## src/hdl/drd_pkg.sv

```systemverilog
package drd_pkg;

  localparam int DEF_MAX_CLASSES = 256;
  localparam int DEF_MAX_ROWS    = 32768;
  localparam int BOX_ELEMS       = 5;
  localparam int ROW_OUT_W       = 15;
  localparam int CLASS_OUT_W     = 8;
  localparam int COORD_W         = 16;
  localparam int CONF_W          = 17;
  localparam int SCORE_W         = 31;
  localparam int CFG_DATA_W      = 16;
  localparam int CLASS_CFG_W     = 9;

  localparam logic [CONF_W-1:0] CONF_ONE = 17'd65536;

  typedef enum logic [0:0] {
    CFG_CLASS_COUNT     = 1'b0,
    CFG_SCORE_THRESHOLD = 1'b1
  } cfg_reg_t;

  typedef struct packed {
    logic [ROW_OUT_W-1:0]      row;
    logic signed [COORD_W-1:0] cx;
    logic signed [COORD_W-1:0] cy;
    logic signed [COORD_W-1:0] w;
    logic signed [COORD_W-1:0] h;
    logic [CLASS_OUT_W-1:0]    cls;
    logic [SCORE_W-1:0]        obj;
    logic [SCORE_W-1:0]        score;
  } drd_cand_t;

  // Q16.16 to integer pixels, truncated toward zero
  function automatic logic signed [COORD_W-1:0] trunc_q16(input logic signed [31:0] v);
    logic [31:0] mag;
    logic [15:0] q;
    mag = v[31] ? (32'd0 - v) : v;
    q   = mag[31:16];
    return v[31] ? (16'd0 - q) : q;
  endfunction

  // center minus half size (halving toward zero), saturated to 16 bits
  function automatic logic signed [COORD_W-1:0] box_edge(
    input logic signed [COORD_W-1:0] c,
    input logic signed [COORD_W-1:0] s
  );
    logic signed [17:0] c_ext;
    logic signed [17:0] s_ext;
    logic signed [17:0] half;
    logic signed [17:0] diff;
    c_ext = 18'(c);
    s_ext = 18'(s);
    half  = (s_ext + (s[15] ? 18'sd1 : 18'sd0)) >>> 1;
    diff  = c_ext - half;
    if (diff > 18'sd32767) begin
      return 16'sh7fff;
    end else if (diff < -18'sd32768) begin
      return 16'sh8000;
    end
    return diff[15:0];
  endfunction

endpackage

```

## src/hdl/drd_decode.sv

```systemverilog
module drd_decode #(
  parameter int MAX_CLASSES = drd_pkg::DEF_MAX_CLASSES,
  parameter int MAX_ROWS    = drd_pkg::DEF_MAX_ROWS
) (
  input  logic                                clk,
  input  logic                                rst,
  input  logic                                word_go,
  input  logic signed [31:0]                  word_value,
  input  logic                                word_first,
  input  logic [drd_pkg::CLASS_CFG_W-1:0]     class_count,
  input  logic [drd_pkg::CFG_DATA_W-1:0]      score_threshold,
  input  logic                                cand_pop,
  output logic                                cand_valid,
  output drd_pkg::drd_cand_t                  cand
);
  import drd_pkg::*;

  localparam int POS_W = $clog2(MAX_CLASSES + BOX_ELEMS);
  localparam int CMP_W = ((POS_W > CLASS_CFG_W) ? POS_W : CLASS_CFG_W) + 1;
  localparam int ROW_W = (MAX_ROWS > 1) ? $clog2(MAX_ROWS) : 1;

  logic [POS_W-1:0]          pos;
  logic [ROW_W-1:0]          row;
  logic signed [COORD_W-1:0] box [4];
  logic signed [31:0]        obj;
  logic signed [31:0]        best;
  logic [CLASS_OUT_W-1:0]    best_cls;

  logic [POS_W-1:0]          pos_cur;
  logic [ROW_W-1:0]          row_cur;
  logic [ROW_W-1:0]          row_wrap;
  logic [CMP_W-1:0]          cc_ext;
  logic [CMP_W-1:0]          classes;
  logic [CMP_W-1:0]          last;
  logic                      is_last;
  logic                      is_score;
  logic                      beat;
  logic [POS_W-1:0]          cls_diff;
  logic [POS_W+CLASS_OUT_W-1:0] cls_wide;
  logic [ROW_W+ROW_OUT_W-1:0]   row_wide;
  logic signed [31:0]        best_now;
  logic [CLASS_OUT_W-1:0]    cls_now;
  logic                      emit;
  logic signed [31:0]        thr_ext;

  always_comb begin
    pos_cur  = word_first ? '0 : pos;
    row_cur  = word_first ? '0 : row;
    row_wrap = (row_cur == ROW_W'(MAX_ROWS - 1)) ? '0 : row_cur + ROW_W'(1);
    cc_ext   = CMP_W'(class_count);
    if (cc_ext == '0) begin
      classes = CMP_W'(1);
    end else if (cc_ext > CMP_W'(MAX_CLASSES)) begin
      classes = CMP_W'(MAX_CLASSES);
    end else begin
      classes = cc_ext;
    end
    last     = classes + CMP_W'(BOX_ELEMS - 1);
    is_last  = CMP_W'(pos_cur) >= last;
    is_score = pos_cur >= POS_W'(BOX_ELEMS);
    beat     = word_value > best;
    cls_diff = pos_cur - POS_W'(BOX_ELEMS);
    cls_wide = {{CLASS_OUT_W{1'b0}}, cls_diff};
    row_wide = {{ROW_OUT_W{1'b0}}, row_cur};
    best_now = (is_score && beat) ? word_value : best;
    cls_now  = (is_score && beat) ? cls_wide[CLASS_OUT_W-1:0] : best_cls;
    thr_ext  = {16'd0, score_threshold};
    emit     = is_last && (obj > thr_ext);
  end

  always_ff @(posedge clk) begin
    if (rst) begin
      pos      <= '0;
      row      <= '0;
      box[0]   <= '0;
      box[1]   <= '0;
      box[2]   <= '0;
      box[3]   <= '0;
      obj      <= '0;
      best     <= '0;
      best_cls <= '0;
    end else if (word_go) begin
      pos <= is_last ? '0 : pos_cur + POS_W'(1);
      row <= is_last ? row_wrap : row_cur;
      for (int i = 0; i < 4; i++) begin
        if (pos_cur == POS_W'(i)) begin
          box[i] <= trunc_q16(word_value);
        end
      end
      if (pos_cur == POS_W'(BOX_ELEMS - 1)) begin
        obj      <= word_value;
        best     <= '0;
        best_cls <= '0;
      end else if (is_score) begin
        best     <= best_now;
        best_cls <= cls_now;
      end
    end
  end

  always_ff @(posedge clk) begin
    if (rst) begin
      cand_valid <= 1'b0;
    end else if (word_go) begin
      cand_valid <= emit;
    end else if (cand_pop) begin
      cand_valid <= 1'b0;
    end
  end

  always_ff @(posedge clk) begin
    if (word_go && emit) begin
      cand.row   <= row_wide[ROW_OUT_W-1:0];
      cand.cx    <= box[0];
      cand.cy    <= box[1];
      cand.w     <= box[2];
      cand.h     <= box[3];
      cand.cls   <= cls_now;
      cand.obj   <= obj[SCORE_W-1:0];
      cand.score <= best_now[SCORE_W-1:0];
    end
  end

endmodule

```

## src/hdl/drd_score.sv

```systemverilog
module drd_score (
  input  logic                                 clk,
  input  logic                                 rst,
  input  logic                                 cand_valid,
  input  drd_pkg::drd_cand_t                   cand,
  output logic                                 cand_pop,
  output logic                                 det_valid,
  input  logic                                 det_stall,
  output logic [drd_pkg::ROW_OUT_W-1:0]        row_index,
  output logic signed [drd_pkg::COORD_W-1:0]   box_left,
  output logic signed [drd_pkg::COORD_W-1:0]   box_top,
  output logic signed [drd_pkg::COORD_W-1:0]   box_width,
  output logic signed [drd_pkg::COORD_W-1:0]   box_height,
  output logic [drd_pkg::CLASS_OUT_W-1:0]      class_index,
  output logic [drd_pkg::CONF_W-1:0]           confidence
);
  import drd_pkg::*;

  logic [2*SCORE_W-1:0] prod;
  logic [2*SCORE_W-17:0] conf_raw;
  logic [CONF_W-1:0]    conf;

  always_comb begin
    cand_pop = cand_valid && (!det_valid || !det_stall);
    prod     = cand.obj * cand.score;
    conf_raw = prod[2*SCORE_W-1:16];
    conf     = (conf_raw > (2*SCORE_W-16)'(CONF_ONE)) ? CONF_ONE : conf_raw[CONF_W-1:0];
  end

  always_ff @(posedge clk) begin
    if (rst) begin
      det_valid <= 1'b0;
    end else if (cand_pop) begin
      det_valid <= 1'b1;
    end else if (!det_stall) begin
      det_valid <= 1'b0;
    end
  end

  always_ff @(posedge clk) begin
    if (cand_pop) begin
      row_index   <= cand.row;
      box_left    <= box_edge(cand.cx, cand.w);
      box_top     <= box_edge(cand.cy, cand.h);
      box_width   <= cand.w;
      box_height  <= cand.h;
      class_index <= cand.cls;
      confidence  <= conf;
    end
  end

endmodule

```

## src/hdl/detector_row_decode_top.sv

```systemverilog
// A detection moves from the input register to the candidate register, then
// to the output register. Throughput: one word per cycle; each register holds
// one entry; the input stalls only when all are full and det_stall is high.
// Reset (rst, synchronous): clears row and position counters, box and score
// state, valid flags, and loads class_count = 80, score_threshold = 16384.
module detector_row_decode_top #(
  parameter int MAX_CLASSES = drd_pkg::DEF_MAX_CLASSES,
  parameter int MAX_ROWS    = drd_pkg::DEF_MAX_ROWS
) (
  input  logic                                 clk,
  input  logic                                 rst,
  input  logic                                 cfg_write,
  input  drd_pkg::cfg_reg_t                    cfg_index,
  input  logic [drd_pkg::CFG_DATA_W-1:0]       cfg_data,
  input  logic                                 elem_valid,
  output logic                                 elem_stall,
  input  logic signed [31:0]                   element_value,
  input  logic                                 tensor_start,
  output logic                                 det_valid,
  input  logic                                 det_stall,
  output logic [drd_pkg::ROW_OUT_W-1:0]        row_index,
  output logic signed [drd_pkg::COORD_W-1:0]   box_left,
  output logic signed [drd_pkg::COORD_W-1:0]   box_top,
  output logic signed [drd_pkg::COORD_W-1:0]   box_width,
  output logic signed [drd_pkg::COORD_W-1:0]   box_height,
  output logic [drd_pkg::CLASS_OUT_W-1:0]      class_index,
  output logic [drd_pkg::CONF_W-1:0]           confidence
);
  import drd_pkg::*;

  logic [CLASS_CFG_W-1:0] class_count;
  logic [CFG_DATA_W-1:0]  score_threshold;

  logic                   s0_valid;
  logic signed [31:0]     s0_value;
  logic                   s0_first;
  logic                   elem_take;
  logic                   word_go;
  logic                   cand_valid;
  logic                   cand_pop;
  logic                   cand_free;
  drd_cand_t              cand;

  always_ff @(posedge clk) begin
    if (rst) begin
      class_count     <= 9'd80;
      score_threshold <= 16'd16384;
    end else if (cfg_write) begin
      unique case (cfg_index)
        CFG_CLASS_COUNT:     class_count     <= cfg_data[CLASS_CFG_W-1:0];
        CFG_SCORE_THRESHOLD: score_threshold <= cfg_data;
      endcase
    end
  end

  always_comb begin
    cand_free  = !cand_valid || cand_pop;
    word_go    = s0_valid && cand_free;
    elem_stall = s0_valid && !cand_free;
    elem_take  = elem_valid && !elem_stall;
  end

  always_ff @(posedge clk) begin
    if (rst) begin
      s0_valid <= 1'b0;
    end else if (elem_take) begin
      s0_valid <= 1'b1;
    end else if (word_go) begin
      s0_valid <= 1'b0;
    end
  end

  always_ff @(posedge clk) begin
    if (elem_take) begin
      s0_value <= element_value;
      s0_first <= tensor_start;
    end
  end

  drd_decode #(
    .MAX_CLASSES(MAX_CLASSES),
    .MAX_ROWS   (MAX_ROWS)
  ) u_decode (
    .clk            (clk),
    .rst            (rst),
    .word_go        (word_go),
    .word_value     (s0_value),
    .word_first     (s0_first),
    .class_count    (class_count),
    .score_threshold(score_threshold),
    .cand_pop       (cand_pop),
    .cand_valid     (cand_valid),
    .cand           (cand)
  );

  drd_score u_score (
    .clk        (clk),
    .rst        (rst),
    .cand_valid (cand_valid),
    .cand       (cand),
    .cand_pop   (cand_pop),
    .det_valid  (det_valid),
    .det_stall  (det_stall),
    .row_index  (row_index),
    .box_left   (box_left),
    .box_top    (box_top),
    .box_width  (box_width),
    .box_height (box_height),
    .class_index(class_index),
    .confidence (confidence)
  );

`ifndef SYNTHESIS
  a_cand_held: assert property (@(posedge clk) disable iff (rst)
    (cand_valid && det_valid && det_stall) |=> cand_valid)
    else $error("pending detection dropped while output stalled");

  a_stall_full: assert property (@(posedge clk) disable iff (rst)
    elem_stall |-> (s0_valid && cand_valid))
    else $error("input stalled with free pipeline slot");

  a_out_source: assert property (@(posedge clk) disable iff (rst)
    $rose(det_valid) |-> $past(cand_valid))
    else $error("detection raised without a pending candidate");
`endif

endmodule
```

## config.mk

```make
export PLATFORM = sky130hd
export DESIGN_NAME = detector_row_decode_top
export DESIGN_NICKNAME = d
export VERILOG_FILES = /design/src/hdl/drd_pkg.sv /design/src/hdl/drd_decode.sv /design/src/hdl/drd_score.sv /design/src/hdl/detector_row_decode_top.sv
export SDC_FILE = /design/constraint.sdc
export NUM_CORES = 2
export LEC_CHECK = 0
export BUFFER_PORTS_ARGS = -buffer_cell sky130_fd_sc_hd__buf_4
export CAP_MARGIN = 20
export CORE_MARGIN = 2
export CORE_UTILIZATION = 65
export CTS_CLUSTER_DIAMETER = 200
export DETAILED_ROUTE_END_ITERATION = 10
export PLACE_DENSITY_LB_ADDON = 0.2
export SLEW_MARGIN = 40
export SYNTH_ARGS = -nofsm -noshare
export SYNTH_HDL_FRONTEND = slang
export SYNTH_HIERARCHICAL = 1
export SYNTH_SLANG_ARGS = --single-unit
```

## constraint.sdc

```tcl
create_clock -name clk -period 22.6 [get_ports clk]
set_clock_uncertainty 0.15 [all_clocks]
set_input_delay 2.26 -clock clk [delete_from_list [all_inputs] [get_ports clk]]
set_output_delay 2.26 -clock clk [all_outputs]
set_load 0.03 [all_outputs]
```

==> metrics.txt <==
commonest non-fill, non-tap cell in the layout inv_1; Hold Path Class flip-flop to flip-flop; CTS hold repair buffers 0; status finished, final reports clean; Levels on crit path 25; global route overflow 0; Buf/Inv on CP 6; routed len/inst 22.3 µm; hold path cells 0; dominant synthesized flop cell edfxtp_1; total track usage 35.7%; total of max-cap violations 0; setup ws final 12.65 ns; clock buffer depth 3; Largest stage delay, worst path 0.80 ns; Fin Setup TNS 0 ns; post-synthesis sequential area ratio between 20% and 30%; post-CTS sizing 0; Ys Warns 6; complex-gate fraction of the synthesized area under 10%; Final Critical Period ~10 ns; Synth top area share 31.7%; Slowest-stage cell, CP or4_1; commonest non-fill, non-tap cells in the layout inv_1, fa_1, nand2_1; CP most frequent cell fa_1; Antenna Violating Nets Remaining 0; CTS clock-pin slew for the worst setup and hold paths roughly 0.060 ns; R2R cell count 25; Post-Synth Simple-Gate Area 15.8%; Slew @ Worst Pin 0.919 ns; fmax approximately 0.1 GHz; vias in the first global route about 41000; GP Congestion approximately 0.93; Die Ht 290 µm; I/O Buffers 160; die width between 200 and 300 µm; WS Path Type flip-flop to flip-flop; final setup fails 0; Distinct cells, synth 96; clk root buf clkbuf_16; Synth Area in XOR/XNOR 1.81%; net count after synthesis 6634; main combinational cell family by area after synthesis adder cells; CP arrival 10.15 ns; Crit path max-delay family adder cells; Initial DRC Count 3436; Worst Setup End Kind flip-flop; Seq cells post-synth roughly 470; die footprint roughly 0.084 mm²; postcts setup bufs 0; Syn Area/Cell 9.83 µm²; Pwr per Cell Area 32.8 mW/mm²; clk sinks 474; period utilisation layout 44.0%; vias 39148; H-Tree Depth 2; Slew HR 38.3%; Post-Syn Area ~0.053 mm²; worst-skew pair later-pin latency around 0.64 ns; layout cell share with drive strength beyond 1 7.58%; DRC Markers 0; total core area 0.0807 mm²; RSZ-0062 raised after global routing no; multiplexer share of the synthesized area under 10%; critical path required time ~23 ns; post-layout util 70.5%; Top Ports 161; Pins Over Slew Limit 0; Place WS 12.76 ns; Adder-Cell Fraction of Synth Area 40.0%; first-pass GRT wire length 229000 µm; vias per cell between 6 and 7; DP Wirelength 111000 µm; largest net degree at the start of global routing 71; Synth area leader fa_1; Rows 104; CTS tree yes; EDFF count, synth 350; top cells by area, synth fa_1, edfxtp_1, ha_1; Hold Slack 0.229 ns; DRT Pass-1 Iters 6; placed insts 6404; Leak 0.0256 µW; Post-synth ARST share 0%; Peak VDD IR between 0.00006 and 0.00007 V; Final Hold Fails 0; maximum net fanout on the critical path 22; TritonCTS Buffers 48; initial antenna violation count 2; initial cell density of the core 65.7%; fin cells 6495; P&R area growth vs syn 7.35%; nets 6640; Syn Inst Count 5390; final WL 145000 µm; CP startpoint kind flip-flop
[cells in the mapped netlist, types with 18 or more instances]
| master | n |
|---|---|
| o21ai_0 | 113 |
| nand3_1 | 57 |
| fa_1 | 838 |
| o32ai_1 | 24 |
| and3_1 | 18 |
| o21a_1 | 21 |
| xor2_1 | 35 |
| a21o_1 | 54 |
| buf_2 | 18 |
| ha_1 | 351 |
| a21oi_1 | 161 |
| mux2i_1 | 52 |
| and2_1 | 395 |
| dfxtp_1 | 124 |
| a211oi_1 | 24 |
| edfxtp_1 | 350 |
| nor3_1 | 30 |
| nand4_1 | 61 |
| inv_1 | 937 |
| nor4_1 | 36 |
| o31ai_1 | 28 |
| nand2b_1 | 44 |
| mux2_2 | 23 |
| a31oi_1 | 23 |
| nor2b_1 | 31 |
| clkbuf_1 | 261 |
| nand2_1 | 798 |
| xnor2_1 | 69 |
| nor2_1 | 171 |
[registers in the layout (all words and copies together), names as in the netlist, 17 cells and up]
| name | cells |
|---|---|
| u_decode/box | 64 |
| u_score/confidence | 17 |
| u_decode/best | 32 |
| u_decode/cand | 149 |
| s0_value | 32 |
| u_decode/obj | 32 |
[logic make-up (layout without fill, tap and decap cells)]
family                     Yosys count  count (layout)
muxes                               76              76
other                                0               1
adders and majority gates         1191            1191
and+or+nand+nor                   1713            1713
buffers and inverters             1231            1275
xor gates and xnor gates           107             107
AOI/OAI and AO/OA                  598             598
DFF                                474             474
[metrics by stage]
step,total power (µW),instance area [µm²]
2_1_floorplan,1020,53000
3_3_place_gp,1040,54900
3_5_place_dp,1050,55200
4_1_cts,1880,56800
5_1_grt,1920,56900
6_report,1870,56900
[layer usage]
layer | routed length [µm] | global-route usage, % | vias up
met2 | 67000 | 56.6 | 2026
met4 | 5770 | 12.5 | 4
met3 | 15400 | 8.77 | 362
met1 | 56900 | 48.6 | 19635
met5 | 40 | 0 | -
li1 | - | - | 17121
[final cells by class]
type	instances	area, µm²
clock buffer	64	1300
inverter	938	3520
fill	6051	23800
clock inverter	24	358
tap	1060	1330
antenna	1	2.50
sequential	474	13000
multi-input combinational	3685	35400
timing repair buffer	249	1970
[final timing paths]
kind / startpoint / endpoint / slack [ns]
worst max register to register: u_decode/cand[58] / u_score/confidence[16] / 12.65
worst min-delay path: u_decode/box[2][2] / u_decode/cand[88] / 0.23
worst min register to register: u_decode/box[2][2] / u_decode/cand[88] / 0.23
worst max-delay path: u_decode/cand[58] / u_score/confidence[16] / 12.65
[where the power goes]
part | switching, µW | internal, µW | total (µW)
sequential | 14.7 | 940 | 955
clock | 345 | 490 | 835
combinational | 48.3 | 27.8 | 76.1
Note: power is estimated with default switching activity, not from simulation.
